[src/hw/rtl/mrra_pkg.sv]
// shared types, constants and register indexes of the multirate record ring assembler
package mrra_pkg;

    localparam int DEF_RECORDS   = 32;
    localparam int DEF_CHANNELS  = 4;
    localparam int DEF_SLOT_BITS = 32;

    localparam int MAX_RECORDS  = 32;
    localparam int MAX_CHANNELS = 4;
    localparam int QUEUE_DEPTH  = 2;

    localparam int POS_W     = 5;
    localparam int CNT_W     = 6;
    localparam int FRAC_W    = 16;
    localparam int RATIO_W   = 24;
    localparam int ACC_W     = 25;
    localparam int COPY_W    = ACC_W - FRAC_W;
    localparam int CH_PORT_W = 2;
    localparam int SLOT_W    = 32;
    localparam int IDX_W     = 3;
    localparam int CFG_W     = 24;

    localparam logic [IDX_W-1:0] REG_RECORDS_IN_USE = 3'd0;
    localparam logic [IDX_W-1:0] REG_RATIO_CH0      = 3'd1;
    localparam logic [IDX_W-1:0] REG_RATIO_CH1      = 3'd2;
    localparam logic [IDX_W-1:0] REG_RATIO_CH2      = 3'd3;
    localparam logic [IDX_W-1:0] REG_RATIO_CH3      = 3'd4;

    localparam logic [CNT_W-1:0]   RESET_RECORDS = 6'd32;
    localparam logic [RATIO_W-1:0] RESET_RATIO   = 24'h010000;

    localparam logic OP_INSERT = 1'b0;
    localparam logic OP_DRAIN  = 1'b1;

    typedef struct packed {
        logic                  is_drain;
        logic [CH_PORT_W-1:0]  channel;
        logic [COPY_W-1:0]     copies;
    } cmd_t;

endpackage

[src/hw/rtl/mrra_front.sv]
// input side: takes words, runs the fractional accumulators, queues commands
module mrra_front #(
    parameter int CHANNELS  = mrra_pkg::DEF_CHANNELS,
    parameter int SLOT_BITS = mrra_pkg::DEF_SLOT_BITS,
    localparam int Q_W      = $bits(mrra_pkg::cmd_t) + SLOT_BITS
) (
    input  logic                            aclk,
    input  logic                            aresetn,
    input  logic                            s_valid,
    output logic                            s_ready,
    input  logic                            s_op,
    input  logic [mrra_pkg::CH_PORT_W-1:0]  s_channel,
    input  logic [mrra_pkg::SLOT_W-1:0]     s_sample,
    input  logic [mrra_pkg::RATIO_W-1:0]    ratio [mrra_pkg::MAX_CHANNELS],
    input  logic                            q_full,
    output logic                            q_push,
    output logic [Q_W-1:0]                  q_data
);

    localparam int CH_W = (CHANNELS > 1) ? $clog2(CHANNELS) : 1;
    localparam int KEEP = (SLOT_BITS < mrra_pkg::SLOT_W) ? SLOT_BITS : mrra_pkg::SLOT_W;

    logic [mrra_pkg::FRAC_W-1:0] frac_reg [CHANNELS];
    logic [mrra_pkg::ACC_W-1:0]  acc;
    logic                        accept;
    logic                        ch_ok;
    logic                        do_insert;
    logic [CH_W-1:0]             ch_idx;
    logic [SLOT_BITS-1:0]        sample_ext;
    mrra_pkg::cmd_t              cmd;

    assign s_ready   = !q_full;
    assign accept    = s_valid && s_ready;
    assign ch_ok     = ({1'b0, s_channel} < 3'(CHANNELS));
    assign ch_idx    = s_channel[CH_W-1:0];
    assign do_insert = accept && (s_op == mrra_pkg::OP_INSERT) && ch_ok;
    assign acc       = mrra_pkg::ACC_W'(frac_reg[ch_idx])
                     + mrra_pkg::ACC_W'(ratio[s_channel]);

    always_comb begin
        sample_ext = '0;
        sample_ext[KEEP-1:0] = s_sample[KEEP-1:0];
        cmd.is_drain = (s_op == mrra_pkg::OP_DRAIN);
        cmd.channel  = s_channel;
        cmd.copies   = cmd.is_drain ? '0 : acc[mrra_pkg::ACC_W-1:mrra_pkg::FRAC_W];
    end

    // inserts for channels that do not exist are dropped here
    assign q_push = accept && ((s_op == mrra_pkg::OP_DRAIN) || ch_ok);
    assign q_data = {cmd, sample_ext};

    always_ff @(posedge aclk) begin
        if (!aresetn) begin
            for (int c = 0; c < CHANNELS; c++) begin
                frac_reg[c] <= '0;
            end
        end else if (do_insert) begin
            frac_reg[ch_idx] <= acc[mrra_pkg::FRAC_W-1:0];
        end
    end

endmodule

[config.mk]
export PLATFORM = sky130hd
export DESIGN_NAME = mrra_front
export DESIGN_NICKNAME = d
export VERILOG_FILES = /design/src/hw/rtl/mrra_pkg.sv /design/src/hw/rtl/mrra_front.sv
export SDC_FILE = /design/constraint.sdc
export NUM_CORES = 1
export LEC_CHECK = 0
export ABC_CLOCK_PERIOD_IN_PS = 3200
export BUFFER_PORTS_ARGS = -buffer_cell sky130_fd_sc_hd__buf_2
export CORE_ASPECT_RATIO = 1.5
export CORE_MARGIN = 10
export CORE_UTILIZATION = 30
export CTS_BUF_LIST = sky130_fd_sc_hd__clkbuf_16
export CTS_CLUSTER_SIZE = 16
export DETAILED_ROUTE_END_ITERATION = 16
export GPL_TIMING_DRIVEN = 0
export PLACE_DENSITY = 0.57
export SYNTH_ARGS = -nofsm -noshare
export SYNTH_HDL_FRONTEND = slang
export SYNTH_SLANG_ARGS = --single-unit
[constraint.sdc]
create_clock -name aclk -period 3.2 [get_ports aclk]
set_clock_uncertainty 0.05 [all_clocks]
set_input_delay 0.16 -clock aclk [delete_from_list [all_inputs] [get_ports aclk]]
set_output_delay 0.16 -clock aclk [all_outputs]
set_load 0.02 [all_outputs]
## Word level (Yosys, flattened, before mapping)

Memories as Yosys holds them, arrays and structs flattened.
Cells that the tools add are included.

- $lt $le $gt $ge: 1
- Bitwise logic cells: 2
- Add/sub/neg operators: 1
- Mux-type cells: 11
- Reduce and logical (&&, ||, !) cells: 4

Operators with widths:

| cell | count |
|---|---|
| $bmux W24 S2 | 1 |
| $mux W24 | 2 |
| $add A16 B24 Y25 | 1 |
| $mux W16 | 1 |
| $reduce_or A16 Y1 | 1 |
| $mux W9 | 1 |
| $mux W1 | 5 |
| $ge A3 B3 Y1 const B | 1 |
| $not A2 Y3 | 1 |
| $logic_and A1 B1 Y1 | 2 |
| $mux W2 | 1 |
| $logic_not A1 Y1 | 1 |
| $not A1 Y1 | 1 |

- Memories: 1
- Register bits: 0
- RAM bits: 64
- Logic and storage cells: 20
- Input bits: 135

Memory list:

| name | depth | bits a word | read ports | clocked after Yosys merged registers in | wr ports | line | text |
|---|---|---|---|---|---|---|---|
| frac_reg | 4 | 16 | 1 | 0 | 4 | mrra_front.sv:23 | `logic [mrra_pkg::FRAC_W-1:0] frac_reg [CHANNELS];` |

## Depth between registers and ports, before layout

- Word-level depth: 8
- Gate-level depth with buffers: 13
- Mapped depth without buffers: 10

## Worst setup path after synthesis

OpenSTA, ideal clock, no wires.

- Kind: input to output
- From: in s_channel[0] (netlist name)
- To: out q_data[37]
- Buffers on the path: 4
- Arrival: 3588 ps
- Data required time: 2990 ps
- Setup slack: -598 ps
- Cell stages on the path: 12
- Cell sequence: buf_6 -> dlygate4sd1_1 -> buf_4 -> mux4_2 -> ha_1 -> buf_4 -> and4_4 -> nand3_2 -> a2111oi_4 -> nor3_2 -> or4_1 -> a21oi_1

- Longest elaborated chain between the ends: 6

RTL lines:

| item | line | text |
|---|---|---|
| from (decl) | mrra_front.sv:12 | `input logic [mrra_pkg::CH_PORT_W-1:0] s_channel,` |
| $not A2 Y3 (implied by the code) | mrra_front.sv:38 | `+ mrra_pkg::ACC_W'(ratio[s_channel]);` |
| $bmux W24 S2 | mrra_front.sv:38 |  |
| $mux W24 (implied by the code) (2 in series) | mrra_front.sv:38 |  |
| $add A16 B24 Y25 (*) | mrra_front.sv:38 |  |
| $mux W9 (*) | mrra_front.sv:45 | `cmd.copies = cmd.is_drain ? '0 : acc[mrra_pkg::ACC_W-1:mrra_pkg::FRAC_W];` |
| to (decl) | mrra_front.sv:17 | `output logic [Q_W-1:0] q_data` |

Every way passes the cells marked *; elsewhere a longest branch is shown, timed or not. The select of a mux whose other input is x is not followed.

## Final worst setup path

- From: mem frac_reg[2][8] (netlist name)
- To: out q_data[37]

- Longest elaborated chain between the ends: 3

RTL lines:

| item | line |
|---|---|
| from (decl) | mrra_front.sv:23 |
| $mem_v2 Z4 W16 | n/a |
| $add A16 B24 Y25 | mrra_front.sv:38 |
| $mux W9 | mrra_front.sv:45 |

Every way passes these cells.

==> out/metrics.yaml <==
run_status: "complete, but fails checks"
violations: "negative setup slack"
num_io_pins: 181
dr.pass1.iters: 5
mostFrequentLayoutCells: "138 x buf_2, 64 x edfxtp_1, 61 x buf_4, 45 x nor2_1, 36 x mux4_2"
hold_start: "aresetn"
root_buffer: "clkbuf_16"
slew_headroom: 0.3842
r2r-end: "frac_reg[0][11]"
htreeDepth: 3
max_stage_delay_ns: 0.54
crit_buf_inv: 1
path_clk_slew_ns: 0.06
postCtsHoldBufs: 0
grt_pass1_wl_um: 23240
syn_inst: 407
fp-row-count: 56
wirelength_um: 15320
ff2ff_setup_slack_ns: 0.18
die_w_um: 122.8
fin_setup_tns_ns: -0.5048
worstPathMaxFanout: 8
cts_made_buffers: 9
setup_viol: 8
p_leak_nw: 2.761
min_path_type: "input pin to flop"
path_class: "flop to primary output"
grt_antenna_before_repair: 1
die-area_sq_mm: 0.02138
r2r_start: "frac_reg[2][1]"
ys_ff_latch: 64
min_period_ns: 3.313
rsz0062_at_grt: "yes"
switching_share: 0.2878
vias: 4081
fin_ws_ns: -0.1133
async_flop_share: 0
cts_num_sinks: 64
crit_arrival_ns: 3.10
place_area_sq_mm: 0.005773
chipHeight_um: 174.1
finalHoldViolations: 0
drt.antenna.violating_nets: 0
power.density_mw_per_mm2: 438.4
holdPathStages: 4
min_period_over_period: 1.035
drive_above_1_share: 0.5264
rr_worst_depth: 9
synth_edf_count: 64
core_area_sq_mm: 0.01563
port_buffers: 146
fin_nets: 734
vdd_drop_max_uv: 219.5
largest_reg_flops: 64
critPathCaptureType: "primary output"
power_mw: 2.899
avgViaCountPerCell: 5.159
dp_hpwl_um: 11620
critical_path.cell_chain: "mux4_2 -> ha_4 -> a21o_2 -> nand4_1 -> a31oi_4 -> nor3_2 -> or4_4 -> a21oi_4 -> buf_6"
whs_endpoint: "frac_reg[3][4]"
initial_core_util: 0.3041
fmax_mhz: 301.8
clock_power_share: 0.353
clock_latency_ns: 0.34
crit_required_ns: 2.99
crit_family: "simple AND/OR/NAND/NOR gates"
switchingPower_uw: 834.5
tightest_slew_ns: 0.9215
p_comb_frac: 0.313
overflow: 0
cts_tree: "yes"
area_growth_syn_to_layout_pct: 39.18
seq_power_share: 0.335
slowest_stage: "or4_4"
syn_avg_cell_area_sq_um: 11.68
netlist_area_sq_mm: 0.004752
synth_cell_types: 55
slew_violations: 0
drv_cap: 0
internal_power_mw: 2.065
synth_warnings: 0
ctsLongestPathBuffers: 2
synth_nets: 559
ys_seq_area_frac: 0.4044
grt_pass1_vias: 4471
gp_congestion: 0.8994
first_iter_violations: 238
wl_per_cell_um: 19.37
ys.flop_type: "edfxtp_1"
track_usage: 0.1398
final_common_cell: "buf_2"
finish.instance_area_sq_mm: 0.006614
drc: 0
worstSetupStartpointType: "flop"
grt_max_degree: 20
[what timing repair did]
item / 4_1_cts / 5_1_grt
pin swaps: 13 / 17
buffers inserted: 12 / 9
gates resized for setup: 42 / 35
endpoints found under the setup margin: 30 / 10
[tightest hold or removal path: stages]
cell and delay, ns:
buf_2 0.13, and2_1 0.18, nand3_1 0.16, inv_1 0.08
[metrics by stage]
| stage | util | std cells | setup WS [ns] | hold slack (ns) |
|---|---|---|---|---|
| 2_1_floorplan | - | 407 | -0.03221 | 0.3466 |
| 3_3_place_gp | 0.3695 | 756 | -0.7528 | 0.4933 |
| 3_5_place_dp | 0.3695 | 756 | -0.8370 | 0.4926 |
| 4_1_cts | 0.4090 | 781 | -0.1592 | 0.3891 |
| 5_1_grt | 0.4233 | 791 | -0.2349 | 0.4775 |
| 6_report | 0.4233 | 791 | -0.1133 | 0.4291 |
[layer usage]
metal	GRT usage	share of wire	wire length (um)	vias to the layer above
met3	0.03179	0.088	1343	40
li1	-	-	-	1884
met5	0	0	0	-
met2	0.2554	0.53	8078	203
met4	0.07635	0.032	492	0
met1	0.1400	0.35	5409	1954
[Yosys cell counts, types with 3 or more instances]
library cell  instances  area [sq um]
o31ai_1               4         30.03
edfxtp_1             64          1922
a21o_1                6         45.04
ha_1                 16         200.2
nand4_1              10         62.56
nor2b_1               3         18.77
nand2_1              27         101.4
mux4_1                4         105.1
inv_1                15         56.30
xor2_1                6         52.55
nor2_1               45         168.9
mux4_2               36         810.8
a21oi_2               3         26.28
nand3_1               9         45.04
buf_4                39         292.8
o21ai_1               3         15.01
and2_1                4         25.02
o21ai_0               6         30.03
a21oi_1              16         80.08
nor3_1               12         60.06
a31oi_1               3         18.77
or3_1                 6         37.54
o21a_1                4         30.03
a211o_1               9         78.83
clkbuf_1             14         52.55
[kinds of logic (layout without fill, tap and decap cells)]
kind of cell | after synthesis | after routing | share of synthesized area
AO/OA/AOI/OAI | 70 | 70 | 0.1077
XOR/XNOR | 8 | 8 | 0.01475
adder cells (fa/ha/maj) | 17 | 17 | 0.04634
buffers and inverters | 74 | 254 | 0.09242
flip-flops | 64 | 64 | 0.4044
multiplexers | 41 | 41 | 0.1951
other | 0 | 1 | 0
AND/OR/NAND/NOR | 133 | 133 | 0.1393
[how the worst max path moves through the flow]
stage | start | end | slack [ns] | depth (start not counted)
floorplan | s_channel[0] | q_data[37] | -0.03 | 12
global placement | s_channel[1] | q_data[36] | -0.75 | 14
detailed placement | s_channel[1] | q_data[36] | -0.84 | 14
CTS | frac_reg[2][2] | q_data[37] | -0.16 | 9
global route | frac_reg[2][1] | q_data[37] | -0.23 | 9
finish | frac_reg[2][8] | q_data[37] | -0.11 | 9
[power by group through the flow]
stage          sequential (mW)  clock, mW  combinational [mW]
2_1_floorplan            0.982          0               0.522
3_3_place_gp             0.984          0               0.722
3_5_place_dp             0.987          0               0.732
4_1_cts                  0.971       1.03               0.832
5_1_grt                  0.973       1.06               0.983
6_report                 0.970       1.02               0.906
[cell type report]
cell class	instances	area (sq um)
flip-flops and latches	64	1922
plain buffers	56	446.7
repair buffers	167	933.4
clock inverters	7	86.33
diodes	1	2.502
multi-input cells	269	2688
clock buffers	9	225.2
inverters	15	56.30
fillers	1469	9011
well taps	203	254.0
Note: power is estimated with default switching activity, not from simulation.
