<file path="config.mk">
export PLATFORM = sky130hd
export DESIGN_NAME = mrra_fifo
export DESIGN_NICKNAME = d
export VERILOG_FILES = /design/src/hw/rtl/mrra_pkg.sv /design/src/hw/rtl/mrra_fifo.sv
export SDC_FILE = /design/constraint.sdc
export NUM_CORES = 1
export LEC_CHECK = 0
export ABC_AREA = 0
export BUFFER_PORTS_ARGS = -buffer_cell sky130_fd_sc_hd__clkbuf_2
export CORE_UTILIZATION = 50
export CTS_CLUSTER_DIAMETER = 120
export DETAILED_ROUTE_END_ITERATION = 10
export PLACE_DENSITY = 0.83
export SYNTH_ARGS = -nofsm -noshare
export SYNTH_HDL_FRONTEND = slang
export SYNTH_SLANG_ARGS = --single-unit
</file>
<file path="constraint.sdc">
create_clock -name aclk -period 5.8 [get_ports aclk]
set_clock_uncertainty 0.05 [all_clocks]
set_input_delay 0.29 -clock aclk [delete_from_list [all_inputs] [get_ports aclk]]
set_output_delay 0.29 -clock aclk [all_outputs]
set_load 0.01 [all_outputs]
</file>
<file path="src/hw/rtl/mrra_pkg.sv">
// shared types, constants and register indexes of the multirate record ring assembler
package mrra_pkg;

    localparam int DEF_RECORDS   = 32;
    localparam int DEF_CHANNELS  = 4;
    localparam int DEF_SLOT_BITS = 32;

    localparam int MAX_RECORDS  = 32;
    localparam int MAX_CHANNELS = 4;
    localparam int QUEUE_DEPTH  = 2;

    localparam int POS_W     = 5;
    localparam int CNT_W     = 6;
    localparam int FRAC_W    = 16;
    localparam int RATIO_W   = 24;
    localparam int ACC_W     = 25;
    localparam int COPY_W    = ACC_W - FRAC_W;
    localparam int CH_PORT_W = 2;
    localparam int SLOT_W    = 32;
    localparam int IDX_W     = 3;
    localparam int CFG_W     = 24;

    localparam logic [IDX_W-1:0] REG_RECORDS_IN_USE = 3'd0;
    localparam logic [IDX_W-1:0] REG_RATIO_CH0      = 3'd1;
    localparam logic [IDX_W-1:0] REG_RATIO_CH1      = 3'd2;
    localparam logic [IDX_W-1:0] REG_RATIO_CH2      = 3'd3;
    localparam logic [IDX_W-1:0] REG_RATIO_CH3      = 3'd4;

    localparam logic [CNT_W-1:0]   RESET_RECORDS = 6'd32;
    localparam logic [RATIO_W-1:0] RESET_RATIO   = 24'h010000;

    localparam logic OP_INSERT = 1'b0;
    localparam logic OP_DRAIN  = 1'b1;

    typedef struct packed {
        logic                  is_drain;
        logic [CH_PORT_W-1:0]  channel;
        logic [COPY_W-1:0]     copies;
    } cmd_t;

endpackage

</file>
<file path="src/hw/rtl/mrra_fifo.sv">
// short command queue between the front and the back
module mrra_fifo #(
    parameter int WIDTH = 8,
    parameter int DEPTH = mrra_pkg::QUEUE_DEPTH,
    localparam int PW   = (DEPTH > 1) ? $clog2(DEPTH) : 1,
    localparam int CW   = $clog2(DEPTH + 1)
) (
    input  logic             aclk,
    input  logic             aresetn,
    input  logic             push,
    input  logic [WIDTH-1:0] wr_data,
    input  logic             pop,
    output logic [WIDTH-1:0] rd_data,
    output logic             full,
    output logic             empty
);

    logic [WIDTH-1:0] mem [DEPTH];
    logic [PW-1:0]    wr_ptr_reg;
    logic [PW-1:0]    rd_ptr_reg;
    logic [CW-1:0]    count_reg;
    logic             do_push;
    logic             do_pop;

    assign full    = (count_reg == CW'(DEPTH));
    assign empty   = (count_reg == '0);
    assign do_push = push && !full;
    assign do_pop  = pop && !empty;
    assign rd_data = mem[rd_ptr_reg];

    always_ff @(posedge aclk) begin
        if (!aresetn) begin
            wr_ptr_reg <= '0;
            rd_ptr_reg <= '0;
            count_reg  <= '0;
        end else begin
            if (do_push) begin
                mem[wr_ptr_reg] <= wr_data;
                wr_ptr_reg <= (wr_ptr_reg == PW'(DEPTH - 1)) ? '0 : wr_ptr_reg + 1'b1;
            end
            if (do_pop) begin
                rd_ptr_reg <= (rd_ptr_reg == PW'(DEPTH - 1)) ? '0 : rd_ptr_reg + 1'b1;
            end
            if (do_push && !do_pop) begin
                count_reg <= count_reg + 1'b1;
            end else if (do_pop && !do_push) begin
                count_reg <= count_reg - 1'b1;
            end
        end
    end

endmodule

</file>
Word level (Yosys, flattened, before mapping)
Memories as Yosys holds them, arrays and structs flattened. A register that Yosys moved wholly into a read port is not among the register bits. Index checks and enable logic that the tools add are counted.

Register bits after elaboration: 4. RAM bits: 16. Bits of input ports: 12. Output and inout bits: 10. Logic and storage cells: 28. Memories: 1.

Memories: mem (words 2, width 8, rd ports 1, clocked after memory_dff 1, write ports 1, RTL line mrra_fifo.sv:18) `logic [WIDTH-1:0] mem [DEPTH];`.

$add $sub $neg: 4. Eq/ne operators: 1. Multiplexer cells: 9. Reductions and logical operators: 10.

Operators with widths (count): 1-bit 2-to-1 mux (7); 1-bit logical AND (4); 1-bit logical NOT (4); 2-bit 2-to-1 mux (2); 1-bit adder, second input constant (2); 2-bit by 1-bit adder with 2-bit output, second input constant (1); 2-bit == test, second input constant (1); 2-bit logical NOT (1); 2-bit nonzero test (1); 2-bit by 1-bit subtractor with 2-bit output, second input constant (1).

Longest topological paths before layout
Gate-level depths: netlist (run 1).

Depth in word-level cells: 7. Gate-level depth with buffers: 6.

Worst setup path before layout (run 1)
No wires, ideal clock.

Kind: register to register. Start: reg count_reg[0]. End: mem mem[0][0] (enable). Setup time: 0.398 ns. Arrival: 1.458 ns. Data required time: 5.352 ns. Slack: 3.894 ns. Cell stages (with the launch flop): 3. Buffers on the path: 0. Clock period less this slack: 1.906 ns. Cell sequence: dfxtp_1 > nor2b_2 > nor4b_1.

Word-level cells in the longest chain between the ends: 6.

RTL lines: from (decl) (RTL line mrra_fifo.sv:21) `logic [CW-1:0] count_reg;`; from (signal assigned) (RTL line mrra_fifo.sv:45) `count_reg <= count_reg + 1'b1;`; from (signal assigned) (RTL line mrra_fifo.sv:47) `count_reg <= count_reg - 1'b1;`; 2-bit == test (RTL line mrra_fifo.sv:25) `assign full = (count_reg == CW'(DEPTH));`; net full (RTL line mrra_fifo.sv:14) `output logic full,`; 1-bit logical NOT (RTL line mrra_fifo.sv:27) `assign do_push = push && !full;`; 1-bit logical AND (RTL line mrra_fifo.sv:27); 1-bit 2-to-1 mux (RTL line mrra_fifo.sv:37) `if (do_push) begin`; 1-bit 2-to-1 mux (RTL line mrra_fifo.sv:32) `if (!aresetn) begin`; 1-bit 2-to-1 mux (implied by the code) (RTL line mrra_fifo.sv:38) `mem[wr_ptr_reg] <= wr_data;`; to (decl) (RTL line mrra_fifo.sv:18).

The timed path passes the listed nets, and every way through them passes these cells.

Final worst setup path (run 1)
Start: reg count_reg[0]. End: mem mem[0][2] (enable).

Word-level cells in the longest chain between the ends: 6.

RTL lines (RTL line): 2-bit == test (mrra_fifo.sv:25); 1-bit logical NOT (mrra_fifo.sv:27); 1-bit logical AND (mrra_fifo.sv:27); 1-bit 2-to-1 mux (mrra_fifo.sv:37); 1-bit 2-to-1 mux (mrra_fifo.sv:32); 1-bit 2-to-1 mux (implied by the code) (mrra_fifo.sv:38).

No other way between the ends.

==> flow_summary.yaml, run 1 <==
finish:
  n_antenna_cell: 0
  syn2layout_area_growth_pct: 18.8
  drive_above_1_share_pct: 45.9
  layout_commonest_cell: "clkbuf_2"
  largest_register_ffs: 16
  final_cell_mix: "clkbuf_2, edfxtp_1, mux2_2"
  final_cells: 90
  final_nets: 88
cts:
  clk_latency_ps: 290
  cts_hold_buffers: 0
  path_clk_slew_ps: 110
  clockBufferDepth: 2
  numCtsBuffers: 3
  cts_root_buffer: "clkbuf_4"
  post_cts_resized: 0
  cts_tree: "built"
  clock-sinks: 21
  htreeDepth: 1
  post-cts-setup-buffer-count: 0
floorplan:
  row_count: 14
  start_util_pct: 53.8
  fp.dieW_microns: 42.3
  die_h_microns: 42.3
  core_area_sq_um: 1510
  die_area_sq_um: 1790
  io-pin-count: 22
global_routing:
  grt_usage_pct: 15.4
  antenna_found_initial: 0
  grt_max_degree: 12
  grt_pass1_wl_microns: 1910
  gr-total-overflow: 0
  grt_pass1_vias: 444
timing:
  min_period_over_period_pct: 29.7
  setup_tns_ps: 0
  setup_viol: 0
  layout_min_cycle_time_ps: 1720
  slew_headroom_pct: 39.5
  fmax_mhz: 580
  tightest_slew_ps: 905
  rsz0062_at_grt: "no"
  finalHoldViolCount: 0
  slew_viol_final: 0
power_and_ir_drop:
  combPwrFrac_pct: 29.3
  p_leak_nw: 0.378
  p_int_w: 0.000272
  p_sw_w: 0.000109
  sw_frac_of_total_pct: 28.7
  power.share.clock_pct: 17.3
  seq_power_share_pct: 53.4
  ir_drop_mv: 0.235
  cellPowerDensity_nw_per_um2: 395
synth:
  syn-cell-area_sq_um: 811
  synth.net_count: 63
  synth-simple-area-share_pct: 7.72
  synth-adder-area-share_pct: 1.54
  synth_mux_area_share_pct: 11.1
  ys_seq_area_share_pct: 71.6
  syn-mean-instance-area_sq_um: 16.2
  synth_top_family_by_area: "multiplexers"
  ys_ff_latch: 21
  syn_inst: 50
  yosysWarnings: 0
  synth_compound_area_share_pct: 3.70
  synth.distinct_cells: 17
  synthXorXnorAreaFrac_pct: 3.24
setup_path:
  arrival_ps: 1600
  worst-endpoint-required_ps: 5680
  slowest_delay_ps: 760
  slowest_stage: "nor4b_2"
  worstSetupStartpointType: "register"
  cp_cell_sequence: "nor2b_2, nor4b_2"
  cp-end-kind: "register"
  worstRegToRegCells: 2
  r2r_setup_slack_ps: 4080
  crit_type: "reg -> reg"
  path_max_fanout: 8
worst_hold_path:
  hold_path_class: "in -> reg"
  whs_path_depth: 1
routing:
  met1_length_microns: 526
  dr.pass1.iters: 2
  route.top_layer_used: "met4"
  postRouteAntennaNets: 0
  totalWireLength_microns: 1170
  vias: 465
  via_per_inst: 5.17
  wl_per_cell_microns: 12.9
  drtIter0Drc: 12
  dr_wl_met3_microns: 60
  routed-wl-met2_microns: 556
  drc: 0
place:
  io_buffers: 21
  place.gp.congestion: 0.680
  placed_cells: 86
  dpl.hpwl_microns: 880
job:
  maxCapViolations: 0
run_status:
  status: "completed"
==> worst max-delay path, delay by kind of cell (launching register included) <==
kind	cells	cell delay (ps)
AND/OR/NAND/NOR	2	860
flip-flops	1	450
==> power by group through the flow <==
stage	sequential, W	clock, W	combinational (W)
5_1_grt	0.000208	0.0000744	0.000124
3_5_place_dp	0.000207	0	0.000113
6_report	0.000203	0.0000658	0.000112
2_1_floorplan	0.000197	0	0.0000861
4_1_cts	0.000204	0.0000676	0.000113
3_3_place_gp	0.000205	0	0.000110
==> through the flow <==
step	util (%)	total power, W	hold slack (ps)	worst slack [ps]	area, sq um
2_1_floorplan	-	0.000283	339	3890	811
3_3_place_gp	62.2	0.000316	432	4100	937
3_5_place_dp	62.2	0.000320	433	4070	937
4_1_cts	64.0	0.000385	126	4050	963
5_1_grt	64.0	0.000406	110	3920	963
6_report	64.0	0.000381	129	4080	963
==> Yosys cell counts (all sizes together) <==
cell type | n | area [sq um]
xor2 | 1 | 8.76
nor2 | 2 | 7.51
and3 | 1 | 6.26
inv | 1 | 3.75
nor4b | 1 | 8.76
xnor2 | 2 | 17.5
o21ai | 3 | 15.0
edfxtp | 16 | 480
nor2b | 1 | 8.76
mux2 | 8 | 90.1
dfxtp | 5 | 100
and2 | 3 | 18.8
a21boi | 2 | 15.0
ha | 1 | 12.5
buf | 1 | 5.00
or3 | 2 | 12.5
==> logic make-up (layout without fill, tap and decap cells) <==
kind of cell    after synthesis  after routing
mux                           8              8
compound gates                5              5
buf+inv                       2             26
xor+xnor                      3              3
flops                        21             21
simple gates                 10             10
fa+ha+maj                     1              1
==> metal layers <==
layer / track usage [%] / vias up
li1: - / 231
met1: 16.9 / 216
met2: 26.2 / 14
met3: 5.60 / 4
met4: 7.50 / 0
met5: 0 / -
==> final timing paths <==
kind                                                start                       to
worst max-delay path            count_reg[0]$_SDFFE_PN0P_      mem[0][2]$_DFFE_PP_
worst min-delay path                           wr_data[6]      mem[1][6]$_DFFE_PP_
worst max register to register  count_reg[0]$_SDFFE_PN0P_      mem[0][2]$_DFFE_PP_
worst min register to register    wr_ptr_reg$_SDFFE_PN0P_  wr_ptr_reg$_SDFFE_PN0P_
==> layout make-up <==
cell class,count,area (sq um)
Clock buffer,4,26.3
Timing Repair Buffer,21,105
Tap cell,16,20.0
Inverter,1,3.75
Multi-Input combinational cell,27,228
Sequential cell,21,581
Fill cell,123,543
Note: power is estimated with default switching activity, not from simulation.
==> run 2, diff against run 1 <==
Settings changed: ABC_AREA 0 to 1, CORE_UTILIZATION 50 to 49, PLACE_DENSITY 0.83 to 0.81.
Clock period 5.8 ns to 1.74 ns, I/O delays scaled along.
==> flow_summary.yaml, run 2 <==
timing:
  tightest_slew_ps: 345
  setup_tns_ps: 0
  min_period_over_period_pct: 85.6
  rsz0062_at_grt: "no"
  fmax_mhz: 671
  slew_headroom_pct: 77.0
  layout_min_cycle_time_ps: 1490
  slew_viol_final: 0
  finalHoldViolCount: 0
  setup_viol: 0
setup_path:
  path_max_fanout: 5
  worst-endpoint-required_ps: 1930
  arrival_ps: 1680
  worstSetupStartpointType: "register"
  cp-end-kind: "register"
  crit_type: "reg -> reg"
global_routing:
  grt_usage_pct: 16.9
  antenna_found_initial: 0
  grt_max_degree: 13
  grt_pass1_wl_microns: 2280
  met3_usage_pct: 4.17
  grt_pass1_vias: 592
  grt-busiest-layer: "met2"
  met1_usage_pct: 16.2
  gr-total-overflow: 0
  grt_util_met2_pct: 34.2
cts:
  numCtsBuffers: 3
  path_clk_slew_ps: 110
  post_cts_resized: 0
  cts_tree: "built"
  clk_latency_ps: 290
  clock-sinks: 21
  cts_root_buffer: "clkbuf_4"
  clockBufferDepth: 2
  cts_hold_buffers: 9
  post-cts-setup-buffer-count: 0
  htreeDepth: 1
floorplan:
  row_count: 14
  core_area_sq_um: 1560
  fp.dieW_microns: 43.4
  die_h_microns: 43.4
  die_area_sq_um: 1880
  start_util_pct: 53.9
  io-pin-count: 22
power_and_ir_drop:
  ir_drop_mv: 0.655
  cellPowerDensity_nw_per_um2: 1200
  p_leak_nw: 0.464
synth:
  syn-mean-instance-area_sq_um: 12.9
  syn-cell-area_sq_um: 840
  synth.most_common_cell: "edfxtp_1"
  synthTopCellsByArea: "edfxtp_1, dfxtp_1, mux2_2, inv_1, nand2_1"
  ys_seq_area_share_pct: 69.2
  yosysWarnings: 0
  synth.largest_area_cell: "edfxtp_1"
  synth.distinct_cells: 18
  syn_inst: 65
  ys.flop_type: "edfxtp_1"
  synth_commonest_cells: "edfxtp_1, inv_1, mux2_2"
  synth_top_area_share_pct: 57.2
  synth.net_count: 78
  synth_edf_count: 16
  ys_ff_latch: 21
  async_flop_share_pct: 0
routing:
  wl_per_cell_microns: 12.1
  dr.pass1.iters: 7
  via_per_inst: 5.01
  vias: 581
  postRouteAntennaNets: 0
  drc: 2
  drtIter0Drc: 7
  totalWireLength_microns: 1400
finish:
  n_fill_cell: 110
  drive_above_1_share_pct: 41.0
  n_antenna_cell: 0
  final_cell_mix: "clkbuf_2, edfxtp_1, inv_1, dlygate4sd3_1, mux2_2"
  syn2layout_area_growth_pct: 30.1
  final_cells: 116
  layout_commonest_cell: "clkbuf_2"
  final_nets: 114
  largest_register_ffs: 16
job:
  maxCapViolations: 0
place:
  place.gp.congestion: 0.711
  dpl.hpwl_microns: 943
  placed_cells: 103
  io_buffers: 21
worst_hold_path:
  hold_path_class: "in -> reg"
run_status:
  violations: "DRC"
  status: "complete, but fails checks"
==> run 2: layer usage <==
| metal | part of all wire, % | wire length (microns) |
|---|---|---|
| met5 | 0 | 0 |
| met4 | 0 | 0 |
| met3 | 5.3 | 74 |
| met2 | 54 | 762 |
| met1 | 40 | 566 |
==> run 2: cell families (layout without fill, tap and decap cells) <==
family,count (synthesis),in the layout,synth area share (%)
AOI/OAI and AO/OA,4,4,2.83
adders and majority gates,1,1,1.49
buffers and inverters,11,46,5.07
DFF,21,21,69.2
muxes,8,8,10.7
and+or+nand+nor,20,20,10.7
==> run 2: worst max-delay path, cell delays in order (launching register included) <==
cell and delay (ps):
dfxtp_1 450, nor2_1 100, nor2_2 130, inv_1 70, ha_1 300, inv_1 80, nand3_1 70, nand2_1 60
inv_1 40, nor2_1 90
==> run 2: layout make-up <==
class / count / area (sq um) / share of cell area [%]
inverter: 10 / 37.5 / 3.44
timing repair buffer: 32 / 210 / 19.2
sequential: 21 / 581 / 53.1
tap: 16 / 20.0 / 1.83
clock inverter: 1 / 5.00 / 0.458
clock buffer: 3 / 22.5 / 2.06
multi-input combinational: 33 / 216 / 19.8
==> run 2: worst paths after layout <==
| path | start | endpoint | slack, ps | cells after the start |
|---|---|---|---|---|
| setup / recovery | count_reg[0]$_SDFFE_PN0P_ | count_reg[1]$_SDFFE_PN0P_ | 250 | 9 |
| hold / removal | push | wr_ptr_reg$_SDFFE_PN0P_ | 70 | 4 |
| setup reg to reg | count_reg[0]$_SDFFE_PN0P_ | count_reg[1]$_SDFFE_PN0P_ | 250 | 9 |
| hold reg to reg | wr_ptr_reg$_SDFFE_PN0P_ | wr_ptr_reg$_SDFFE_PN0P_ | 440 | 2 |
==> run 2: power breakdown <==
| group | internal [W] | switching, W |
|---|---|---|
| registers | 0.000614 | 0.0000567 |
| clock network | 0.0000854 | 0.000134 |
| logic | 0.000191 | 0.000231 |
| total | 0.000890 | 0.000422 |
==> run 2: metrics by stage <==
stage	cell area (sq um)	power [W]	utilization, %	hold slack, ps	worst slack, ps
2_1_floorplan	840	0.000951	-	136	213
3_3_place_gp	975	0.00106	62.5	227	367
3_5_place_dp	975	0.00109	62.5	230	283
4_1_cts	1090	0.00132	70.1	69.6	233
5_1_grt	1090	0.00140	70.1	74.9	96.4
6_report	1090	0.00131	70.1	70.1	251
==> run 3, diff against run 2 <==
Settings changed: ABC_AREA 1 to not set, TNS_END_PERCENT set to 100.
==> flow_summary.yaml, run 3 (same netlist as run 1, synthesis figures left out) <==
run_status:
  status: "completed"
floorplan:
  io-pin-count: 22
  fp.dieW_microns: 42.7
  die_h_microns: 42.7
  start_util_pct: 53.2
  row_count: 14
  core_area_sq_um: 1520
  die_area_sq_um: 1820
place:
  dpl.hpwl_microns: 942
  pre_cts_slack_ps: 56.5
  place.gp.congestion: 0.673
  io_buffers: 21
setup_path:
  worstRegToRegCells: 5
  worstSetupStartpointType: "register"
  cp_cell_sequence: "nor2b_4, nor2_1, ha_1, or3_1, a21boi_1"
  cp-end-kind: "register"
  slowest_delay_ps: 480
  worst-endpoint-required_ps: 1910
  crit_type: "reg -> reg"
  arrival_ps: 1790
  path_max_fanout: 5
  slowest_stage: "dfxtp_1"
finish:
  final_cell_mix: "clkbuf_2, edfxtp_1, mux2_2, dlygate4sd3_1, dfxtp_1"
  layout_commonest_cell: "clkbuf_2"
  syn2layout_area_growth_pct: 30.4
  largest_register_ffs: 16
  n_antenna_cell: 0
  final_nets: 97
  drive_above_1_share_pct: 43.4
global_routing:
  gr-total-overflow: 0
  antenna_found_initial: 0
  grt_pass1_wl_microns: 2060
  grt_pass1_vias: 520
  grt_max_degree: 12
  grt_usage_pct: 15.9
timing:
  setup_tns_ps: 0
  rsz0062_at_grt: "no"
  slew_headroom_pct: 72.9
  min_period_over_period_pct: 93.4
  tightest_slew_ps: 406
  fin_ws_ps: 115
  setup_viol: 0
  fmax_mhz: 615
  finalHoldViolCount: 0
  slew_viol_final: 0
  layout_min_cycle_time_ps: 1630
routing:
  drtIter0Drc: 2
  wl_per_cell_microns: 13.3
  vias: 501
  dr.pass1.iters: 3
  totalWireLength_microns: 1320
  postRouteAntennaNets: 0
  via_per_inst: 5.06
  drc: 0
cts:
  clockBufferDepth: 2
  htreeDepth: 1
  cts_root_buffer: "clkbuf_4"
  cts_tree: "built"
  numCtsBuffers: 3
  clock-sinks: 21
  clk_latency_ps: 290
  path_clk_slew_ps: 110
power_and_ir_drop:
  p_leak_nw: 0.418
  cellPowerDensity_nw_per_um2: 1240
  ir_drop_mv: 0.771
job:
  maxCapViolations: 0
worst_hold_path:
  whs_path_depth: 2
  hold_path_class: "in -> reg"
-- run 3: cell count changes in the layout (fill, tap and decap cells not counted), sizes merged, moves of 2 or more --
cell    previous run  this run
or3                0         2
xnor2              0         2
nor2               9         2
nand2              8         0
a21oi              2         0
a21boi             0         2
inv               10         1
and2               0         3
-- run 3: repair_timing --
item | in CTS | in global routing
setup endpoints to repair | 0 | 1
endpoints found under the hold margin | 16 | 0
setup buffers | 0 | 0
resized for setup | 0 | 2
hold buffers | 8 | 0
-- run 3: where the power goes --
group	switching, W	leakage (nW)	internal, W
clock network	0.000129	0.0150	0.0000890
registers	0.0000695	0.188	0.000616
logic	0.000185	0.215	0.000226
-- run 3: metrics by stage --
stage	cell area (sq um)	hold WS, ps	total power (W)	cells	util, %
after CTS	1050	25.3	0.00132	99	69.0
after floorplan	817	136	0.000947	50	-
final	1060	33.4	0.00131	99	69.4
after global placement	945	227	0.00106	87	62.0
after global routing	1060	29.7	0.00139	99	69.4
after detailed placement	945	230	0.00108	87	62.0
-- run 3: final cells by class --
class	count	area, sq um
clock buffer	4	26.3
fill	116	467
inverter	1	3.75
multi-input combinational	27	233
sequential	21	582
tap	16	20.0
timing repair buffer	30	193
-- run 3: routing by layer --
| metal | global-route usage [%] | up-vias | part of all wire (%) |
|---|---|---|---|
| met2 | 31.8 | 15 | 55 |
| met4 | 5.63 | 0 | 0.61 |
| met1 | 14.4 | 233 | 40 |
| li1 | - | 251 | - |
| met3 | 4.68 | 2 | 4.7 |
| met5 | 0 | - | 0 |
-- run 3: final timing paths --
check | slack (ps) | start | end
setup / recovery | 110 | count_reg[0]$_SDFFE_PN0P_ | count_reg[1]$_SDFFE_PN0P_
hold / removal | 30 | aresetn | rd_ptr_reg$_SDFFE_PN0P_
setup reg to reg | 110 | count_reg[0]$_SDFFE_PN0P_ | count_reg[1]$_SDFFE_PN0P_
hold reg to reg | 460 | count_reg[1]$_SDFFE_PN0P_ | count_reg[1]$_SDFFE_PN0P_
-- run 3: worst max-delay path, delay by kind of cell, from the launching register on --
family                     cells  cell delay (ps)
and+or+nand+nor                3              600
AOI/OAI and AO/OA              1              150
adders and majority gates      1              290
DFF                            1              480
