$ cat src/hw/rtl/mrra_pkg.sv
// shared types, constants and register indexes of the multirate record ring assembler
package mrra_pkg;

    localparam int DEF_RECORDS   = 32;
    localparam int DEF_CHANNELS  = 4;
    localparam int DEF_SLOT_BITS = 32;

    localparam int MAX_RECORDS  = 32;
    localparam int MAX_CHANNELS = 4;
    localparam int QUEUE_DEPTH  = 2;

    localparam int POS_W     = 5;
    localparam int CNT_W     = 6;
    localparam int FRAC_W    = 16;
    localparam int RATIO_W   = 24;
    localparam int ACC_W     = 25;
    localparam int COPY_W    = ACC_W - FRAC_W;
    localparam int CH_PORT_W = 2;
    localparam int SLOT_W    = 32;
    localparam int IDX_W     = 3;
    localparam int CFG_W     = 24;

    localparam logic [IDX_W-1:0] REG_RECORDS_IN_USE = 3'd0;
    localparam logic [IDX_W-1:0] REG_RATIO_CH0      = 3'd1;
    localparam logic [IDX_W-1:0] REG_RATIO_CH1      = 3'd2;
    localparam logic [IDX_W-1:0] REG_RATIO_CH2      = 3'd3;
    localparam logic [IDX_W-1:0] REG_RATIO_CH3      = 3'd4;

    localparam logic [CNT_W-1:0]   RESET_RECORDS = 6'd32;
    localparam logic [RATIO_W-1:0] RESET_RATIO   = 24'h010000;

    localparam logic OP_INSERT = 1'b0;
    localparam logic OP_DRAIN  = 1'b1;

    typedef struct packed {
        logic                  is_drain;
        logic [CH_PORT_W-1:0]  channel;
        logic [COPY_W-1:0]     copies;
    } cmd_t;

endpackage

$ cat src/hw/rtl/mrra_ram.sv
// generic single-write, registered-read ram
module mrra_ram #(
    parameter int WIDTH = mrra_pkg::DEF_SLOT_BITS,
    parameter int DEPTH = mrra_pkg::MAX_RECORDS,
    localparam int AW   = (DEPTH > 1) ? $clog2(DEPTH) : 1
) (
    input  logic             aclk,
    input  logic             wr_en,
    input  logic [AW-1:0]    wr_addr,
    input  logic [WIDTH-1:0] wr_data,
    input  logic [AW-1:0]    rd_addr,
    output logic [WIDTH-1:0] rd_data
);

    logic [WIDTH-1:0] mem [DEPTH];

    always_ff @(posedge aclk) begin
        if (wr_en) begin
            mem[wr_addr] <= wr_data;
        end
        rd_data <= mem[rd_addr];
    end

endmodule

$ cat src/hw/rtl/mrra_back.sv
// execution side: slot writes into the ring, drain walks and the output register
module mrra_back #(
    parameter int RECORDS   = mrra_pkg::DEF_RECORDS,
    parameter int CHANNELS  = mrra_pkg::DEF_CHANNELS,
    parameter int SLOT_BITS = mrra_pkg::DEF_SLOT_BITS
) (
    input  logic                          aclk,
    input  logic                          aresetn,
    input  logic                          q_empty,
    input  mrra_pkg::cmd_t                q_cmd,
    input  logic [SLOT_BITS-1:0]          q_sample,
    output logic                          q_pop,
    input  logic [mrra_pkg::CNT_W-1:0]    records_in_use,
    input  logic                          m_ready,
    output logic                          m_valid,
    output logic [mrra_pkg::SLOT_W-1:0]   m_slot0,
    output logic [mrra_pkg::SLOT_W-1:0]   m_slot1,
    output logic [mrra_pkg::SLOT_W-1:0]   m_slot2,
    output logic [mrra_pkg::SLOT_W-1:0]   m_slot3,
    output logic                          m_record_valid,
    output logic                          m_last
);

    localparam int REC_DEPTH = (RECORDS < mrra_pkg::MAX_RECORDS) ? RECORDS
                                                                  : mrra_pkg::MAX_RECORDS;
    localparam int AW   = (REC_DEPTH > 1) ? $clog2(REC_DEPTH) : 1;
    localparam int CH_W = (CHANNELS > 1) ? $clog2(CHANNELS) : 1;
    localparam int KEEP = (SLOT_BITS < mrra_pkg::SLOT_W) ? SLOT_BITS : mrra_pkg::SLOT_W;
    localparam int CW   = mrra_pkg::CNT_W;
    localparam int PW   = mrra_pkg::POS_W;

    typedef enum logic [2:0] {
        ST_IDLE,
        ST_INS,
        ST_PLAN,
        ST_RD,
        ST_LD,
        ST_EMPTY
    } state_t;

    state_t                          state_reg;
    logic [CH_W-1:0]                 ch_reg;
    logic [SLOT_BITS-1:0]            sample_reg;
    logic [mrra_pkg::COPY_W-1:0]     cnt_reg;
    logic [PW-1:0]                   write_pos_reg [CHANNELS];
    logic [CHANNELS-1:0]             wrapped_reg;
    logic [CW-1:0]                   read_pos_reg;
    logic [CW-1:0]                   cur_reg;
    logic [CW-1:0]                   a_hi_reg;
    logic [CW-1:0]                   b_hi_reg;
    logic                            in_b_reg;
    logic [CHANNELS-1:0]             valid_reg [REC_DEPTH];
    logic [CHANNELS-1:0]             rd_valid_reg;
    logic                            m_valid_reg;
    logic [mrra_pkg::SLOT_W-1:0]     slot_reg [mrra_pkg::MAX_CHANNELS];
    logic                            rec_valid_reg;
    logic                            last_reg;

    logic [CW-1:0]                   n_eff;
    logic [CW-1:0]                   wp_cur;
    logic [CW-1:0]                   wp_inc;
    logic                            wp_wrap;
    logic [CW-1:0]                   wp_next;
    logic [CW-1:0]                   rp_inc;
    logic [CW-1:0]                   rp_ins_next;
    logic [CW-1:0]                   w_part;
    logic [CW-1:0]                   w_min;
    logic                            all_wrapped;
    logic [CW-1:0]                   first_hi;
    logic [CW-1:0]                   a_hi_plan;
    logic [CW-1:0]                   b_hi_plan;
    logic [CW-1:0]                   rp_plan_next;
    logic                            out_free;
    logic                            load_out;
    logic                            is_last;
    logic [CW-1:0]                   cur_inc;
    logic                            cur_in_range;
    logic [SLOT_BITS-1:0]            ram_rdata [CHANNELS];
    logic [CHANNELS-1:0]             ram_we;
    logic [mrra_pkg::SLOT_W-1:0]     slot_out [mrra_pkg::MAX_CHANNELS];

    // record count limited to 1..depth
    always_comb begin
        if (records_in_use == '0) begin
            n_eff = CW'(1);
        end else if (records_in_use > CW'(REC_DEPTH)) begin
            n_eff = CW'(REC_DEPTH);
        end else begin
            n_eff = records_in_use;
        end
    end

    // one slot write per cycle
    assign wp_cur      = {1'b0, write_pos_reg[ch_reg]};
    assign wp_inc      = wp_cur + 1'b1;
    assign wp_wrap     = (wp_inc >= n_eff);
    assign wp_next     = wp_wrap ? '0 : wp_inc;
    assign rp_inc      = read_pos_reg + 1'b1;
    assign rp_ins_next = (wp_next != read_pos_reg) ? read_pos_reg
                       : ((rp_inc >= n_eff) ? '0 : rp_inc);

    // drain plan: fill limits over channels, never above one past the record count
    always_comb begin
        w_part = n_eff + 1'b1;
        w_min  = n_eff + 1'b1;
        for (int c = 0; c < CHANNELS; c++) begin
            if (wrapped_reg[c]) begin
                if (n_eff < w_part) begin
                    w_part = n_eff;
                end
            end else if ({1'b0, write_pos_reg[c]} < w_part) begin
                w_part = {1'b0, write_pos_reg[c]};
            end
            if ({1'b0, write_pos_reg[c]} < w_min) begin
                w_min = {1'b0, write_pos_reg[c]};
            end
        end
    end

    assign all_wrapped  = &wrapped_reg;
    assign first_hi     = (read_pos_reg < n_eff) ? n_eff : read_pos_reg;
    assign a_hi_plan    = all_wrapped ? first_hi
                        : ((w_part > read_pos_reg) ? w_part : read_pos_reg);
    assign b_hi_plan    = all_wrapped ? w_min : '0;
    assign rp_plan_next = (all_wrapped && (w_min != '0)) ? w_min : a_hi_plan;

    assign out_free     = !m_valid_reg || m_ready;
    assign load_out     = out_free && ((state_reg == ST_LD) || (state_reg == ST_EMPTY));
    assign cur_inc      = cur_reg + 1'b1;
    assign is_last      = in_b_reg ? (cur_inc == b_hi_reg)
                                   : ((cur_inc == a_hi_reg) && (b_hi_reg == '0));
    assign cur_in_range = (cur_reg < CW'(REC_DEPTH));
    assign q_pop        = (state_reg == ST_IDLE) && !q_empty;

    for (genvar g = 0; g < CHANNELS; g++) begin : g_col
        assign ram_we[g] = (state_reg == ST_INS) && (cnt_reg != '0)
                        && (ch_reg == CH_W'(g)) && (wp_cur < CW'(REC_DEPTH));

        mrra_ram #(
            .WIDTH (SLOT_BITS),
            .DEPTH (REC_DEPTH)
        ) u_ram (
            .aclk    (aclk),
            .wr_en   (ram_we[g]),
            .wr_addr (wp_cur[AW-1:0]),
            .wr_data (sample_reg),
            .rd_addr (cur_reg[AW-1:0]),
            .rd_data (ram_rdata[g])
        );
    end

    // slots never written read as zero
    always_comb begin
        for (int c = 0; c < mrra_pkg::MAX_CHANNELS; c++) begin
            slot_out[c] = '0;
        end
        for (int c = 0; c < CHANNELS; c++) begin
            if (rd_valid_reg[c]) begin
                slot_out[c][KEEP-1:0] = ram_rdata[c][KEEP-1:0];
            end
        end
    end

    always_ff @(posedge aclk) begin
        if (!aresetn) begin
            state_reg    <= ST_IDLE;
            cnt_reg      <= '0;
            wrapped_reg  <= '0;
            read_pos_reg <= '0;
            cur_reg      <= '0;
            a_hi_reg     <= '0;
            b_hi_reg     <= '0;
            in_b_reg     <= 1'b0;
            rd_valid_reg <= '0;
            m_valid_reg  <= 1'b0;
            for (int c = 0; c < CHANNELS; c++) begin
                write_pos_reg[c] <= '0;
            end
            for (int r = 0; r < REC_DEPTH; r++) begin
                valid_reg[r] <= '0;
            end
        end else begin
            rd_valid_reg <= cur_in_range ? valid_reg[cur_reg[AW-1:0]] : '0;
            if (load_out) begin
                m_valid_reg <= 1'b1;
            end else if (m_ready) begin
                m_valid_reg <= 1'b0;
            end

            case (state_reg)
                ST_IDLE: begin
                    if (!q_empty) begin
                        ch_reg     <= q_cmd.channel[CH_W-1:0];
                        sample_reg <= q_sample;
                        cnt_reg    <= q_cmd.copies;
                        state_reg  <= q_cmd.is_drain ? ST_PLAN : ST_INS;
                    end
                end
                ST_INS: begin
                    if (cnt_reg == '0) begin
                        state_reg <= ST_IDLE;
                    end else begin
                        cnt_reg <= cnt_reg - 1'b1;
                        if (wp_cur < CW'(REC_DEPTH)) begin
                            valid_reg[wp_cur[AW-1:0]][ch_reg] <= 1'b1;
                        end
                        write_pos_reg[ch_reg] <= wp_next[PW-1:0];
                        if (wp_wrap) begin
                            wrapped_reg[ch_reg] <= 1'b1;
                        end
                        read_pos_reg <= rp_ins_next;
                    end
                end
                ST_PLAN: begin
                    a_hi_reg     <= a_hi_plan;
                    b_hi_reg     <= b_hi_plan;
                    read_pos_reg <= rp_plan_next;
                    if (all_wrapped && (w_min != '0)) begin
                        wrapped_reg <= '0;
                    end
                    if (a_hi_plan == read_pos_reg) begin
                        cur_reg   <= '0;
                        in_b_reg  <= 1'b1;
                        state_reg <= (b_hi_plan == '0) ? ST_EMPTY : ST_RD;
                    end else begin
                        cur_reg   <= read_pos_reg;
                        in_b_reg  <= 1'b0;
                        state_reg <= ST_RD;
                    end
                end
                ST_RD: begin
                    // address settles, ram data lands next cycle
                    state_reg <= ST_LD;
                end
                ST_LD: begin
                    if (out_free) begin
                        rec_valid_reg <= 1'b1;
                        last_reg      <= is_last;
                        for (int c = 0; c < mrra_pkg::MAX_CHANNELS; c++) begin
                            slot_reg[c] <= slot_out[c];
                        end
                        if (is_last) begin
                            state_reg <= ST_IDLE;
                        end else begin
                            if (!in_b_reg && (cur_inc == a_hi_reg)) begin
                                cur_reg  <= '0;
                                in_b_reg <= 1'b1;
                            end else begin
                                cur_reg <= cur_inc;
                            end
                            state_reg <= ST_RD;
                        end
                    end
                end
                ST_EMPTY: begin
                    if (out_free) begin
                        rec_valid_reg <= 1'b0;
                        last_reg      <= 1'b1;
                        for (int c = 0; c < mrra_pkg::MAX_CHANNELS; c++) begin
                            slot_reg[c] <= '0;
                        end
                        state_reg <= ST_IDLE;
                    end
                end
                default: begin
                    state_reg <= ST_IDLE;
                end
            endcase
        end
    end

    assign m_valid        = m_valid_reg;
    assign m_slot0        = slot_reg[0];
    assign m_slot1        = slot_reg[1];
    assign m_slot2        = slot_reg[2];
    assign m_slot3        = slot_reg[3];
    assign m_record_valid = rec_valid_reg;
    assign m_last         = last_reg;

endmodule

$ cat config.mk
export PLATFORM = sky130hd
export DESIGN_NAME = mrra_back
export DESIGN_NICKNAME = d
export VERILOG_FILES = /design/src/hw/rtl/mrra_pkg.sv /design/src/hw/rtl/mrra_ram.sv /design/src/hw/rtl/mrra_back.sv
export SDC_FILE = /design/constraint.sdc
export NUM_CORES = 2
export LEC_CHECK = 0
export ABC_AREA = 1
export BUFFER_PORTS_ARGS = -buffer_cell sky130_fd_sc_hd__buf_2
export CORE_ASPECT_RATIO = 0.7
export CORE_MARGIN = 2
export CORE_UTILIZATION = 35
export CTS_CLUSTER_DIAMETER = 200
export DETAILED_ROUTE_END_ITERATION = 12
export HOLD_SLACK_MARGIN = 0.03
export PLACE_DENSITY = 0.55
export SLEW_MARGIN = 20
export SYNTH_ARGS = -nofsm -noshare
export SYNTH_HDL_FRONTEND = slang
export SYNTH_MEMORY_MAX_BITS = 65536
export SYNTH_SLANG_ARGS = --single-unit
$ cat constraint.sdc
create_clock -name aclk -period 7.4 [get_ports aclk]
set_input_delay 0.37 -clock aclk [delete_from_list [all_inputs] [get_ports aclk]]
set_output_delay 0.37 -clock aclk [all_outputs]
set_load 0.005 [all_outputs]
# Word level (Yosys, flattened, before mapping)
# Memory sizes are Yosys's and may differ from the RTL's. A register that Yosys moved wholly into a read port is not among the register bits.
# Index checks and enable logic that the tools add are counted.
# op_classes
n_addsub	5
order_cmp	20
n_eq_ne	22
n_mux	103
bitwise	6
n_reduce_logical	46
# op_table
operator	n
32-bit two-way mux	8
6-bit two-way mux	30
5-bit by 6-bit < comparator with 1-bit output	7
1-bit two-way mux	36
6-bit < comparator	5
4-bit two-way mux	6
6-bit one-hot mux with 2 select lines	2
4-bit AND reduction	5
6-bit by 1-bit adder with 6-bit output, second input constant	3
6-bit equality test	3
6-bit logical NOT	3
3-bit two-way mux	6
9-bit two-way mux	2
3-bit one-hot mux with 6 select lines	1
9-bit one-hot mux with 2 select lines	1
2-bit != test, second input constant	8
1-bit logical AND	15
6-bit greater-or-equal comparator	2
3-bit AND reduction	4
5-bit two-way mux	2
2-bit nonzero test	5
9-bit logical NOT	1
9-bit nonzero test	1
9-bit by 1-bit subtractor with 9-bit output, second input constant	1
29 further kinds	45
# word_totals
register_bits	78
mem_bits_rw	4372
output_inout_bits	132
elab_cells	222
mem_count	7
# memory_table
name	words	word_bits	rd	rd_clocked_by_memory_dff	write_ports	line	text
g_col[0].u_ram.mem	32	32	1	1	1	mrra_ram.sv:15	logic [WIDTH-1:0] mem [DEPTH];
g_col[1].u_ram.mem	32	32	1	1	1	mrra_ram.sv:15	
g_col[2].u_ram.mem	32	32	1	1	1	mrra_ram.sv:15	
g_col[3].u_ram.mem	32	32	1	1	1	mrra_ram.sv:15	
slot_reg	4	32	4	0	4	mrra_back.sv:55	logic [mrra_pkg::SLOT_W-1:0] slot_reg [mrra_pkg::MAX_CHANNELS];
valid_reg	32	4	1	1	32	mrra_back.sv:52	logic [CHANNELS-1:0] valid_reg [REC_DEPTH];
+1 memories	-	-	-	-	-	-	

# Logic depth before layout (Yosys ltp)
# logic_depth
ltp_word	22
mapped_depth	68

# By module
# Synthesis repeated with hierarchy kept, for this count alone.
# unflattened
cells_unflattened	16488
area_unflattened_um2	187471.0
# modules_own_cells
module	n_inst	cells_each	area_each_um2	seq_area_each_um2
mrra_ram	4	3536	42405.7	31390.1
mrra_back	1	2344	17848.4	8087.8

# Worst setup path after synthesis
# OpenSTA, ideal clock, no wires.
# synth_path
path_type	input port to flip-flop
start	in records_in_use[5] (netlist name)
end	reg cur_reg[2]
setup_time_ns	0.119
arrival_time_ns	7.729
required_ns	7.281
path_slack_ns	-0.448
stages	56
n_path_buf	1
cell_sequence	buf_6 -> nand2_1 -> nand2_1 -> inv_1 -> ha_1 -> nand2_1 -> nor2_1 -> ha_1 -> inv_1 -> ha_1 -> inv_1 -> nor2_2 -> nand3_2 -> nand3_4 -> o21ai_0 -> o21ai_0 -> ha_1 -> o21ai_0 -> [... 20 more ...] -> ha_1 -> nand2_1 -> o21ai_0 -> a21oi_1 -> nor2_1 -> a211oi_1 -> a31oi_1 -> inv_1 -> a21oi_1 -> nand2_1 -> nand3_1 -> nand2_1 -> a21oi_1 -> nand2_1 -> nor2_4 -> nand2_4 -> nand3_1 -> a21oi_1
# synth_via
elab_chain_cells	22
# synth_rtl
item	line	text
start: declaration	mrra_back.sv:13	input logic [mrra_pkg::CNT_W-1:0] records_in_use,
6-bit > comparator	mrra_back.sv:86	end else if (records_in_use > CW'(REC_DEPTH)) begin
6-bit two-way mux	mrra_back.sv:86	
6-bit two-way mux *	mrra_back.sv:84	if (records_in_use == '0) begin
6-bit by 1-bit adder with 6-bit output	mrra_back.sv:104	w_part = n_eff + 1'b1;
5-bit by 6-bit < comparator with 1-bit output or 6-bit < comparator (tied branches)	mrra_back.sv:111, mrra_back.sv:108	
6-bit two-way mux (on tied branches)	mrra_back.sv:111, mrra_back.sv:108	
6-bit two-way mux	mrra_back.sv:107	if (wrapped_reg[c]) begin
5-bit by 6-bit < comparator with 1-bit output or 6-bit < comparator (tied branches)	mrra_back.sv:111, mrra_back.sv:108	
[... 6 more ...]	-	
6-bit two-way mux (on tied branches)	mrra_back.sv:111, mrra_back.sv:108	
6-bit two-way mux	mrra_back.sv:107	
6-bit > comparator	mrra_back.sv:123	: ((w_part > read_pos_reg) ? w_part : read_pos_reg);
6-bit two-way mux	mrra_back.sv:123	
6-bit two-way mux *	mrra_back.sv:122	assign a_hi_plan = all_wrapped ? first_hi
6-bit equality test *	mrra_back.sv:221	if (a_hi_plan == read_pos_reg) begin
6-bit two-way mux *	mrra_back.sv:221	
6-bit one-hot mux with 2 select lines *	mrra_back.sv:190	case (state_reg)
end signal: assignment	mrra_back.sv:226	cur_reg <= read_pos_reg;
end signal: assignment	mrra_back.sv:249	cur_reg <= cur_inc;
end: declaration	mrra_back.sv:48	logic [CW-1:0] cur_reg;
# Mark *: on every way between the ends. The rest lies on a longest branch, timed or not.
# A chain may end at the register's enable or synchronous reset.

# Worst setup path in the final report
# layout_path
start	in records_in_use[2] (netlist name)
end	reg in_b_reg
# layout_via
elab_chain_cells	22
# layout_rtl
item	line	text
6-bit > comparator	mrra_back.sv:86	
6-bit two-way mux	mrra_back.sv:86	
6-bit two-way mux *	mrra_back.sv:84	
6-bit by 1-bit adder with 6-bit output	mrra_back.sv:104	
5-bit by 6-bit < comparator with 1-bit output or 6-bit < comparator (tied branches)	mrra_back.sv:111, mrra_back.sv:108	
6-bit two-way mux (on tied branches)	mrra_back.sv:111, mrra_back.sv:108	
6-bit two-way mux	mrra_back.sv:107	
5-bit by 6-bit < comparator with 1-bit output or 6-bit < comparator (tied branches)	mrra_back.sv:111, mrra_back.sv:108	
[... 6 more ...]	-	
6-bit two-way mux (on tied branches)	mrra_back.sv:111, mrra_back.sv:108	
6-bit two-way mux	mrra_back.sv:107	
6-bit > comparator	mrra_back.sv:123	
6-bit two-way mux	mrra_back.sv:123	
6-bit two-way mux *	mrra_back.sv:122	
6-bit equality test *	mrra_back.sv:221	
1-bit two-way mux *	mrra_back.sv:221	
1-bit one-hot mux with 2 select lines *	mrra_back.sv:190	
end signal: assignment	mrra_back.sv:223	in_b_reg <= 1'b1;
end signal: assignment	mrra_back.sv:227	in_b_reg <= 1'b0;
end signal: assignment	mrra_back.sv:247	in_b_reg <= 1'b1;
end: declaration	mrra_back.sv:51	logic in_b_reg;
# Marks and branches as above.

==> results.toml <==
[status]
run_status = "complete, no violations"

[worst_setup_path]
cp_slowest_stage_delay_ns = 0.35
crit_arrival_ns = 7.93
cp-startpoint = "records_in_use[2]"
crit_path_start_kind = "primary input"
r2r-start = "write_pos_reg[0][4]$_SDFFCE_PN0P_"
r2r_slack_ns = 0.53
worst_path_dominant_cell_family = "simple AND/OR/NAND/NOR gates"
timing.critical_path.fanout_max = 7
reg2reg_depth = 53
crit-reg2reg-capture = "in_b_reg$_SDFFE_PN0P_"
critical_path_depth = 61
critPathMostFrequentCell = "sky130_fd_sc_hd__nand2_1"
category_of_the_worst_setup_path_capture_point = "flop"
worstPathRequired_ns = 8.40
critical_path.slowest_cell = "sky130_fd_sc_hd__a32oi_2"
critical_path_class = "in2reg"
timing.critical_path.to = "in_b_reg$_SDFFE_PN0P_"
timing.critical_path.buf_inv = 9

[timing]
final_hold_fails = 0
max_slew.worst_pin.slew_ns = 1.167
setup_slack_ns = 0.4706
max_freq_mhz = 144.3
timing.slew.headroom_pct = 22.20
final_report_max_slew_violation_count = 0
final.period_utilization_pct = 93.64
fin_skew_ns = 0.06499
final-setup-viol-count = 0
setup_total_negative_slack_ns = 0
post-route-min-period_ns = 6.929

[power_and_ir_drop]
static-leakage-power_nw = 67.45
powerDensity_mw_per_mm2 = 358.3
power.ir.vdd_worst_v = 0.0002653

[layout]
post_layout_instance_count_excluding_filler_cells = 21610
nets = 14610
final_instance_area_mm2 = 0.2044
layout_commonest_cell = "sky130_fd_sc_hd__edfxtp_1"
fillCellCount = 47860
biggest_register = "g_col.u_ram.mem"
area.growth.synth_to_final_pct = 14.23
post_route_cells_drive_above_1_share_pct = 10.34
layout_common_cells = "sky130_fd_sc_hd__edfxtp_1 (4,184), sky130_fd_sc_hd__nor2_1 (2,865), sky130_fd_sc_hd__o21ai_0 (2,544)"
largest_reg_flops = 4096

[placed_design]
detailed_placement_wirelength_estimate_um = 294200
globalplace.congestion = 0.8269
dp_slack_ns = -0.8504
placed_cells_incl_taps = 20710
placement.cell_area_mm2 = 0.1895
placement.io_buffers = 185

[routing]
drtPass1Iterations = 6
drt-initial-drc-count = 16290
viasPerCell = 5.480
route.detailed.wl_per_inst_um = 25.84
detail_route.wirelength_um = 558400
final_antenna_net_count = 0
drcViolationCount = 0
dr_total_vias = 118400

[die]
core.rowCount = 219
io_pins = 186
floorplan.die.height_um = 602.2
die_area_mm2 = 0.5170
initial_core_util_pct = 35.18
design.core.area_mm2 = 0.5086
fp.dieW_um = 858.5

[yosys]
post_synth_instance_area_mm2 = 0.1789
async_reset_ff_share_pct = 0
mappedNetlistNets = 14450
syn-instance-count = 14340
yosysSeqAreaShare_pct = 74.71
count_of_flip_flops_with_a_built_in_enable_after_synthesis = 4184
synthesis.yosys.warnings = 0
syn-mean-instance-area_um2 = 12.48
dominantRegCellSynth = "sky130_fd_sc_hd__edfxtp_1"
ys_types = 59
synth.ff_latch_count = 4584

[clock_network]
numClockSinks = 4584
max-clock-path-buffers = 4
htree_levels = 5
clk_root_buffer_cell = "sky130_fd_sc_hd__clkbuf_16"
clock_tree_from_tritoncts = "yes"
path_clk_slew_ns = 0.06
cts-buffers-inserted = 428
insertion_delay_ns = 1.04

[min_path]
min_path_type = "in2reg"
timing.hold.worst_path_depth = 2

[global_route]
grt_antenna_before_repair = 23
grt.overflow.total = 0
pin_count_of_the_biggest_net_entering_global_routing = 187
all_layer_global_routing_usage_pct = 20.76
grt_pass1_vias = 110400
grt_first_pass_wirelength_um = 803300

[job]
max_cap_violations = 0
[metal layers]
metal	up-vias	share of wire [%]	wire [um]	track usage, %
met4	0	2.2	12200	4.673
met2	4911	43	241000	30.51
li1	53050	-	-	-
met1	59780	47	260200	32.56
met5	-	0	0	0
met3	693	8.1	45040	2.756
[logic make-up after synthesis]
family / count (synthesis) / synth area share, %
xor gates and xnor gates: 22 / 0.1077
and+or+nand+nor: 4340 / 9.548
AOI/OAI and AO/OA: 4131 / 12.69
buffers and inverters: 1202 / 2.556
DFF: 4584 / 74.71
adders and majority gates: 56 / 0.3917
[through the flow]
step                      hold slack (ns)  power, mW  util [%]
after floorplan                    0.4266      43.46         -
after global placement             0.4309      51.41     37.26
after detailed placement           0.4352      51.44     37.26
after CTS                         0.04159      73.42     40.13
after global routing              0.07714      76.63     40.18
final                              0.1069      73.23     40.18
[area by class of cell]
| class | count | area [um^2] | area share, % |
|---|---|---|---|
| Clock buffer | 615 | 11980 | 5.863 |
| Inverter | 199 | 803.3 | 0.3931 |
| Tap cell | 6740 | 8433 | 4.127 |
| Timing Repair Buffer | 734 | 5823 | 2.849 |
| Sequential cell | 4584 | 133700 | 65.41 |
| Clock inverter | 186 | 1697 | 0.8302 |
| Antenna cell | 5 | 12.51 | 0.006122 |
| Multi-Input combinational cell | 8549 | 41940 | 20.52 |
[worst register-to-register path, delay by kind of cell, from the launching register on]
family / cells / cell delay (ns)
buffers and inverters: 9 / 0.87
AOI/OAI and AO/OA: 10 / 1.44
and+or+nand+nor: 30 / 3.02
DFF: 1 / 0.41
adders and majority gates: 4 / 1.09
[worst min-delay path by stage]
stage | from | to | slack [ns]
CTS | q_sample[0] | sample_reg[0]$_DFFE_PP_ | 0.04
global route | q_sample[0] | sample_reg[0]$_DFFE_PP_ | 0.08
global placement | g_col[2].u_ram.rd_data[15]$_DFF_P_ | slot_reg[2][15]$_SDFFE_PP0P_ | 0.43
floorplan | g_col[0].u_ram.rd_data[0]$_DFF_P_ | slot_reg[0][0]$_SDFFE_PP0P_ | 0.43
finish | q_sample[0] | sample_reg[0]$_DFFE_PP_ | 0.11
detailed placement | g_col[0].u_ram.rd_data[18]$_DFF_P_ | slot_reg[0][18]$_SDFFE_PP0P_ | 0.44
[what timing repair did]
item | CTS | global route
hold buffers | 92 | 0
endpoints found under the hold margin | 85 | 0
buffers inserted | 0 | 7
resized for setup | 0 | 48
setup endpoints to repair | 0 | 21
[power by group]
group	internal, mW	switching [mW]	total [mW]
Sequential	29.9	0.684	30.6
Combinational	5.84	14.8	20.6
Clock	12.1	9.90	22.0
Total	47.9	25.3	73.2
[synth_stat cells, types with 7 or more instances]
master,instances,area (um^2)
sky130_fd_sc_hd__ha_1,56,700.7
sky130_fd_sc_hd__edfxtp_1,4184,125600
sky130_fd_sc_hd__nor2_1,3001,11260
sky130_fd_sc_hd__dfxtp_1,400,8008
sky130_fd_sc_hd__o221ai_1,45,394.1
sky130_fd_sc_hd__nor3_1,9,45.04
sky130_fd_sc_hd__nand4_1,11,68.82
sky130_fd_sc_hd__o22ai_1,1208,7557
sky130_fd_sc_hd__and2_1,7,43.79
sky130_fd_sc_hd__nand2_2,21,131.4
sky130_fd_sc_hd__nor2_2,10,62.56
sky130_fd_sc_hd__or2_2,9,56.30
sky130_fd_sc_hd__o32ai_1,16,140.1
sky130_fd_sc_hd__buf_1,62,232.7
sky130_fd_sc_hd__clkbuf_1,928,3483
sky130_fd_sc_hd__nand3_1,335,1677
sky130_fd_sc_hd__o21ai_1,8,40.04
sky130_fd_sc_hd__o31ai_1,41,307.8
sky130_fd_sc_hd__clkinv_1,9,33.78
sky130_fd_sc_hd__a21oi_1,205,1026
sky130_fd_sc_hd__xor2_1,16,140.1
sky130_fd_sc_hd__nand3_2,13,130.1
sky130_fd_sc_hd__nand2_1,904,3393
sky130_fd_sc_hd__o21ai_0,2548,12750
sky130_fd_sc_hd__a31oi_1,28,175.2
sky130_fd_sc_hd__inv_1,182,683.2
No activity file was read; power rests on OpenSTA's default activity.
